<file path="src/rtl/fmi_pkg.sv">
package fmi_pkg;

  localparam int TABLE_DEPTH_DEF = 256;
  localparam int KEY_WIDTH_DEF   = 32;

  localparam int IN_KEY_W = 32;
  localparam int MODE_W   = 2;
  localparam int POS_W    = 9;

  localparam logic [MODE_W-1:0] MODE_CLEAR  = 2'd0;
  localparam logic [MODE_W-1:0] MODE_APPEND = 2'd1;
  localparam logic [MODE_W-1:0] MODE_QUERY  = 2'd2;

  localparam int PADDR_W = 3;
  localparam int PDATA_W = 32;

  localparam logic REG_ORIGIN    = 1'b0;
  localparam logic ORIGIN_RESET  = 1'b1;

  typedef struct packed {
    logic valid;
    logic query;
    logic hit;
    logic ovf;
  } fmi_ctl_t;

endpackage

</file>
<file path="src/rtl/fmi_cell.sv">
module fmi_cell
  import fmi_pkg::*;
#(
  parameter int INDEX = 0,
  parameter int KW    = 32,
  parameter int CW    = 9,
  parameter int PW    = 8
) (
  input  logic          clk,
  input  logic          rst,
  input  fmi_ctl_t      ctl_in,
  input  logic [KW-1:0] key_in,
  input  logic [CW-1:0] cnt_in,
  input  logic [PW-1:0] pos_in,
  output fmi_ctl_t      ctl_out,
  output logic [KW-1:0] key_out,
  output logic [CW-1:0] cnt_out,
  output logic [PW-1:0] pos_out
);

  localparam logic [CW-1:0] MY_IDX = CW'(INDEX);
  localparam logic [PW-1:0] MY_POS = PW'(INDEX);

  logic [KW-1:0] entry;
  fmi_ctl_t      ctl_next;
  logic [PW-1:0] pos_next;
  logic          wr_en;
  logic          match;

  assign wr_en = ctl_in.valid && !ctl_in.query && (cnt_in == MY_IDX);
  assign match = ctl_in.valid && ctl_in.query && !ctl_in.hit &&
                 (MY_IDX < cnt_in) && (entry == key_in);

  always_comb begin
    ctl_next = ctl_in;
    pos_next = pos_in;
    if (match) begin
      ctl_next.hit = 1'b1;
      pos_next     = MY_POS;
    end
  end

  always_ff @(posedge clk) begin
    if (wr_en) begin
      entry <= key_in;
    end
  end

  always_ff @(posedge clk) begin
    if (rst) begin
      ctl_out <= '0;
    end else begin
      ctl_out <= ctl_next;
    end
  end

  always_ff @(posedge clk) begin
    key_out <= key_in;
    cnt_out <= cnt_in;
    pos_out <= pos_next;
  end

endmodule

</file>
<file path="config.mk">
export PLATFORM = sky130hd
export DESIGN_NAME = fmi_cell
export DESIGN_NICKNAME = d
export VERILOG_FILES = /design/src/rtl/fmi_pkg.sv /design/src/rtl/fmi_cell.sv
export SDC_FILE = /design/constraint.sdc
export NUM_CORES = 1
export LEC_CHECK = 0
export CORE_AREA = 10 10 91 93
export CTS_BUF_LIST = sky130_fd_sc_hd__clkbuf_8
export DETAILED_ROUTE_END_ITERATION = 12
export DIE_AREA = 0 0 101 103
export DONT_BUFFER_PORTS = 1
export GPL_TIMING_DRIVEN = 1
export PLACE_DENSITY = 0.54
export SETUP_SLACK_MARGIN = 0.3
export SYNTH_ARGS = -nofsm -noshare
export SYNTH_HDL_FRONTEND = slang
export SYNTH_SLANG_ARGS = --single-unit
</file>
<file path="constraint.sdc">
create_clock -name clk -period 8.72 [get_ports clk]
set_clock_uncertainty 0.05 [all_clocks]
set_input_delay 0.436 -clock clk [delete_from_list [all_inputs] [get_ports clk]]
set_output_delay 0.436 -clock clk [all_outputs]
set_load 0.05 [all_outputs]
</file>
==> results of run 1 <==
power breakdown:
group,internal (mW),leakage (nW),switching (mW),total [mW]
Sequential,0.424,0.734,0.0515,0.476
Combinational,0.00818,0.206,0.00755,0.0157
Clock,0.130,0.0903,0.129,0.260
logic make-up (layout without fill, tap and decap cells):
| kind of cell | after synthesis | after routing | synth area share [%] |
|---|---|---|---|
| flops | 85 | 85 | 76.6 |
| simple gates | 33 | 33 | 9.06 |
| xor+xnor | 32 | 32 | 10.6 |
| buf+inv | 10 | 26 | 1.42 |
| compound gates | 9 | 9 | 2.28 |
flip-flops by register name (all words and copies together), names as in the netlist:
signal	count
entry	32
key_out	32
cnt_out	9
pos_out	8
ctl_out	4
layout make-up:
class / instances / area [um^2]
Clock buffer: 9 / 124
Clock inverter: 7 / 66.3
Fill cell: 587 / 3630
Inverter: 9 / 33.8
Multi-Input combinational cell: 74 / 584
Sequential cell: 85 / 2020
Tap cell: 80 / 100
Timing Repair Buffer: 1 / 7.51
final timing paths:
path / from / end / slack, ps / cells after the start
min reg2reg: entry[1] / ctl_out[1] / 760 / 4
max reg2reg: entry[17] / pos_out[4] / 7030 / 4
max: entry[17] / pos_out[4] / 7030 / 4
min: key_in[29] / key_out[29] / 60 / 0
layout by cell type, fill, tap and decap left out, types with 2 or more instances in the layout:
cell type	count
nand4_1	13
nand4b_1	2
clkbuf_8	9
xnor2_1	30
dfxtp_1	53
clkinvlp_4	2
nor4_4	2
nor2b_1	4
inv_1	9
nor2_1	3
a31oi_1	8
nand3_1	2
edfxtp_1	32
nor4_1	2
xor2_1	2
clkinv_1	2
layer usage:
| metal | vias up | share of wire [%] |
|---|---|---|
| met5 | - | 0 |
| met4 | 0 | 1.0 |
| met3 | 5 | 14 |
| met2 | 71 | 46 |
| met1 | 651 | 39 |
| li1 | 629 | - |
worst max-delay path, cell delays in order (launching register included):
cell	delay, ps
edfxtp_1	390
xnor2_1	230
nand4_1	180
nor4_4	540
a31oi_1	170
through the flow:
step	util, %	instances	area [um^2]	hold slack (ps)
final	44.7	265	2940	62.8
after global routing	44.7	265	2940	32.3
after floorplan	-	169	2640	414
after detailed placement	41.8	249	2750	414
after CTS	44.7	265	2940	39.1
after global placement	41.8	249	2750	414
==> run_results.csv, run 1 <==
group,metric,value,unit
worst_hold_path,worstHoldPathType,"input pin to register",
worst_setup_path,critPathKind,"register to register",
yosys,yosysMostFrequentCell,"dfxtp_1",
pwr,p_per_area,256,mW/mm^2
yosys,synth_edf_count,32,
grt,grt_pass1_vias,1441,
timing,fin_tns_setup,0,ps
detailed_routing,drtIter0Drc,36,
cts,hold_buffers,0,
outcome,status,"completed",
yosys,yosysUniqueCellTypes,20,
timing,hold_viol_final,0,
yosys,synthArstFlopShare,0,%
yosys,syn_inst,169,
detailed_routing,wl,5.51,mm
yosys,synth_area_leaders,"dfxtp_1 40%, edfxtp_1 36%, xnor2_1 10%",
timing,fin_ws,7030,ps
floorplanning,die_w,101,um
detailed_routing,ant_nets,0,
grt,grt_antenna_before_repair,0,
cts,cts_buffers,9,
placement,portBuffers,0,
pwr,vdd_drop_max,0.000147,V
yosys,syn_nets,224,
floorplanning,die_area,0.0104,mm^2
cts,cts_sinks,85,
floorplanning,row_count,30,
cts,clockBufferDepth,2,
pwr,p_total,751,uW
yosys,yosys_warnings,0,
yosys,syn_area_per_cell,15.6,um^2
grt,grt_use_total,10.4,%
timing,rsz0062_at_grt,"no",
detailed_routing,drt_pass1_iterations,4,
placement,place.gp.congestion,0.783,
final_layout,diodes,0,
cts,worstSkewPairLatency,340,ps
timing,post-route-period-util,19.4,%
grt,grt_pass1_wl,8.04,mm
floorplanning,initial_utilization,40.2,%
grt,met3_usage,6.23,%
yosys,ys.flop_type,"dfxtp_1",
detailed_routing,drc,0,
cts,clk_pin_slew,80,ps
worst_setup_path,crit_fanout,8,
placement,pre_cts_ws,6810,ps
timing,max-slew-margin-rel,66.1,%
final_layout,final_nets,235,
grt,grtUsageMet1,10.8,%
cts,cts_resized,0,
cts,cts_tree,"built",
grt,grt_max_degree,33,
placement,dp_hpwl,4.39,mm
floorplanning,core_area,0.00657,mm^2
timing,setup-violations-final,0,
grt,gr-total-overflow,0,
yosys,syn_area,0.00264,mm^2
timing,finalCriticalPeriod,1690,ps
cts,postCtsSetupRepairBufs,0,
worst_setup_path,crit_required,8870,ps
floorplanning,pin_count,108,
detailed_routing,num_vias,1356,
timing,maxSlewViolCount,0,
grt,grt.busiest_layer,"met2",
timing,tightest_slew,508,ps
final_layout,areaGrowthSynthToFinish,11.3,%
yosys,synth-seq-area-share,76.6,%
flow_run,maxCapViolations,0,
timing,max_freq,591,MHz
detailed_routing,routed_via_density,5.12,
yosys,synth_largest_area_cell,"dfxtp_1",
floorplanning,die_h,103,um
worst_setup_path,arrival,1850,ps
final_layout,layout-drive-gt1-share,9.73,%
grt,met2_usage,16.0,%
yosys,synth_top_area_share,40.2,%
pwr,leakagePower,1.03,nW
cts,cts-root-buf,"clkbuf_8",
yosys,ys_ff_latch,85,
worst_setup_path,critPathLaunchType,"register",
yosys,synth_common_cells,"53 x dfxtp_1, 32 x edfxtp_1, 30 x xnor2_1",
detailed_routing,wire_per_inst,20.8,um
cts,htree_levels,3,
worst_setup_path,endpoint_kind,"register",
No activity file was read; power rests on OpenSTA's default activity.
==> run 2: changes to the inputs <==
- clock period: 8.72 -> 1.65 ns (I/O delays scaled with it)
==> run 2 against run 1 <==
Routed wire length is 22% higher. Clock power rose to 8.3 times the previous value. Die area stayed put. Worst setup slack got worse by 6900 ps. Via count is 17% higher. First-iteration DRC count increased by 83%. Combinational power grew to 15 times the previous value. Global-route usage is 3.2 points higher. Sequential cell count did not move. Register-to-register slack got worse by 6900 ps. Cell count increased by 23%. Highest routed layer unchanged.
==> run_results.csv, run 2 (synthesis results as in run 1) <==
group,metric,value,unit
outcome,status,"completed",
grt,grt_use_total,13.6,%
timing,post-route-period-util,92.6,%
timing,setup-violations-final,0,
grt,grt_antenna_before_repair,0,
detailed_routing,drtIter0Drc,66,
placement,pre_cts_ws,5.39,ps
pwr,pwr-share-comb,4.7,%
timing,max-slew-margin-rel,65.5,%
cts,cts_tree,"built",
detailed_routing,routed_via_density,4.87,
grt,grt_pass1_vias,1804,
worst_setup_path,arrival,1700,ps
final_layout,areaGrowthSynthToFinish,46.3,%
grt,grt_max_degree,30,
timing,fin_ws,122,ps
final_layout,final_nets,297,
detailed_routing,wire_per_inst,20.6,um
cts,cts-root-buf,"clkbuf_8",
placement,place.gp.congestion,0.747,
final_layout,layout-drive-gt1-share,20.6,%
placement,dp.cells,250,
timing,maxSlewViolCount,0,
worst_setup_path,crit_required,1830,ps
pwr,p_int,3.86,mW
placement,dp_hpwl,4.43,mm
timing,finalCriticalPeriod,1530,ps
worst_hold_path,hold_depth,3,
placement,portBuffers,0,
cts,htree_levels,3,
worst_setup_path,ff2ff_path_depth,5,
floorplanning,row_count,30,
floorplanning,die_area,0.0104,mm^2
detailed_routing,ant_nets,0,
final_layout,final_util,58.8,%
worst_setup_path,critPathKind,"register to register",
timing,rsz0062_at_grt,"yes",
pwr,switching_share,21.5,%
final_layout,top_regs,"entry: 32 flops, key_out: 32 flops, cnt_out: 9 flops",
detailed_routing,wl,6.75,mm
pwr,vdd_drop_max,0.00113,V
floorplanning,die_h,103,um
cts,clk_pin_slew,80,ps
detailed_routing,num_vias,1591,
timing,hold_viol_final,0,
timing,fin_tns_setup,0,ps
pwr,leakagePower,1.48,nW
cts,cts_buffers,9,
worst_setup_path,endpoint_kind,"register",
final_layout,layout_commonest_cell,"dlygate4sd3_1",
timing,max_freq,655,MHz
pwr,power_frac_seq,51.2,%
final_layout,most-common-layout-cells,"55 x dlygate4sd3_1, 53 x dfxtp_1, 32 x edfxtp_1",
floorplanning,core_area,0.00657,mm^2
cts,worstSkewPairLatency,350,ps
worst_hold_path,worstHoldPathType,"input pin to register",
floorplanning,pin_count,108,
flow_run,maxCapViolations,0,
timing,tightest_slew,517,ps
worst_setup_path,crit_fanout,8,
final_layout,diodes,0,
grt,gr-total-overflow,0,
final_layout,instances_no_fill,327,
floorplanning,initial_utilization,40.2,%
pwr,power.switching,1.05,mW
detailed_routing,drt_pass1_iterations,6,
floorplanning,die_w,101,um
worst_setup_path,critPathLaunchType,"register",
grt,grt_pass1_wl,10.6,mm
cts,cts_sinks,85,
pwr,power_frac_clock,44.1,%
detailed_routing,drc,0,
cts,clockBufferDepth,2,
final_layout,fillers,470,
pwr,p_per_area,1270,mW/mm^2
## run 2: through the flow
step	hold WS (ps)	power, mW	area (um^2)
after floorplan	60.2	2.62	2670
after global placement	60.4	2.66	2790
after detailed placement	60.4	2.66	2790
after CTS	35.4	4.94	3750
after global routing	40.3	5.08	3860
final	36.6	4.91	3860
## run 2: area by class of cell
class | instances | area (um^2) | area share, %
tap | 80 | 100 | 2.59
sequential | 85 | 2020 | 52.4
multi-input combinational | 74 | 773 | 20.0
inverter | 9 | 33.8 | 0.875
clock buffer | 9 | 124 | 3.21
timing repair buffer | 63 | 623 | 16.1
clock inverter | 7 | 185 | 4.80
## run 2: layer usage
metal	part of all wire, %	global-route usage (%)	routed length, um
met1	38	15.2	2580
met2	48	21.2	3270
met3	12	8.04	834
met4	0.99	4.50	67
met5	0	0	0
## run 2: what timing repair did
action | 4_1_cts | 5_1_grt
pin swaps | 6 | 7
gates cloned | 0 | 0
endpoints found under the hold margin | 88 | 0
gates resized for setup | 9 | 13
hold buffers | 55 | 0
setup buffers | 4 | 2
endpoints found under the setup margin | 9 | 9
## run 2: final timing paths
path	start	to	slack [ps]
worst max register to register	entry[21]	pos_out[2]	120
worst min register to register	entry[29]	ctl_out[1]	720
worst min-delay path	ctl_in[2]	ctl_out[1]	40
worst max-delay path	entry[21]	pos_out[2]	120
## run 2: power by group through the flow
stage / clock network (mW) / registers (mW) / logic (mW)
floorplan: 0 / 2.55 / 0.0721
global placement: 0 / 2.57 / 0.0875
detailed placement: 0 / 2.57 / 0.0882
CTS: 2.20 / 2.52 / 0.218
global route: 2.30 / 2.52 / 0.256
finish: 2.16 / 2.52 / 0.232
## run 2: worst max-delay path, stage by stage, from the launching register on
cell and delay (ps):
edfxtp_1 440, xnor2_2 170, nand4_1 170, nor4_4 280, buf_4 190, a31oi_1 90
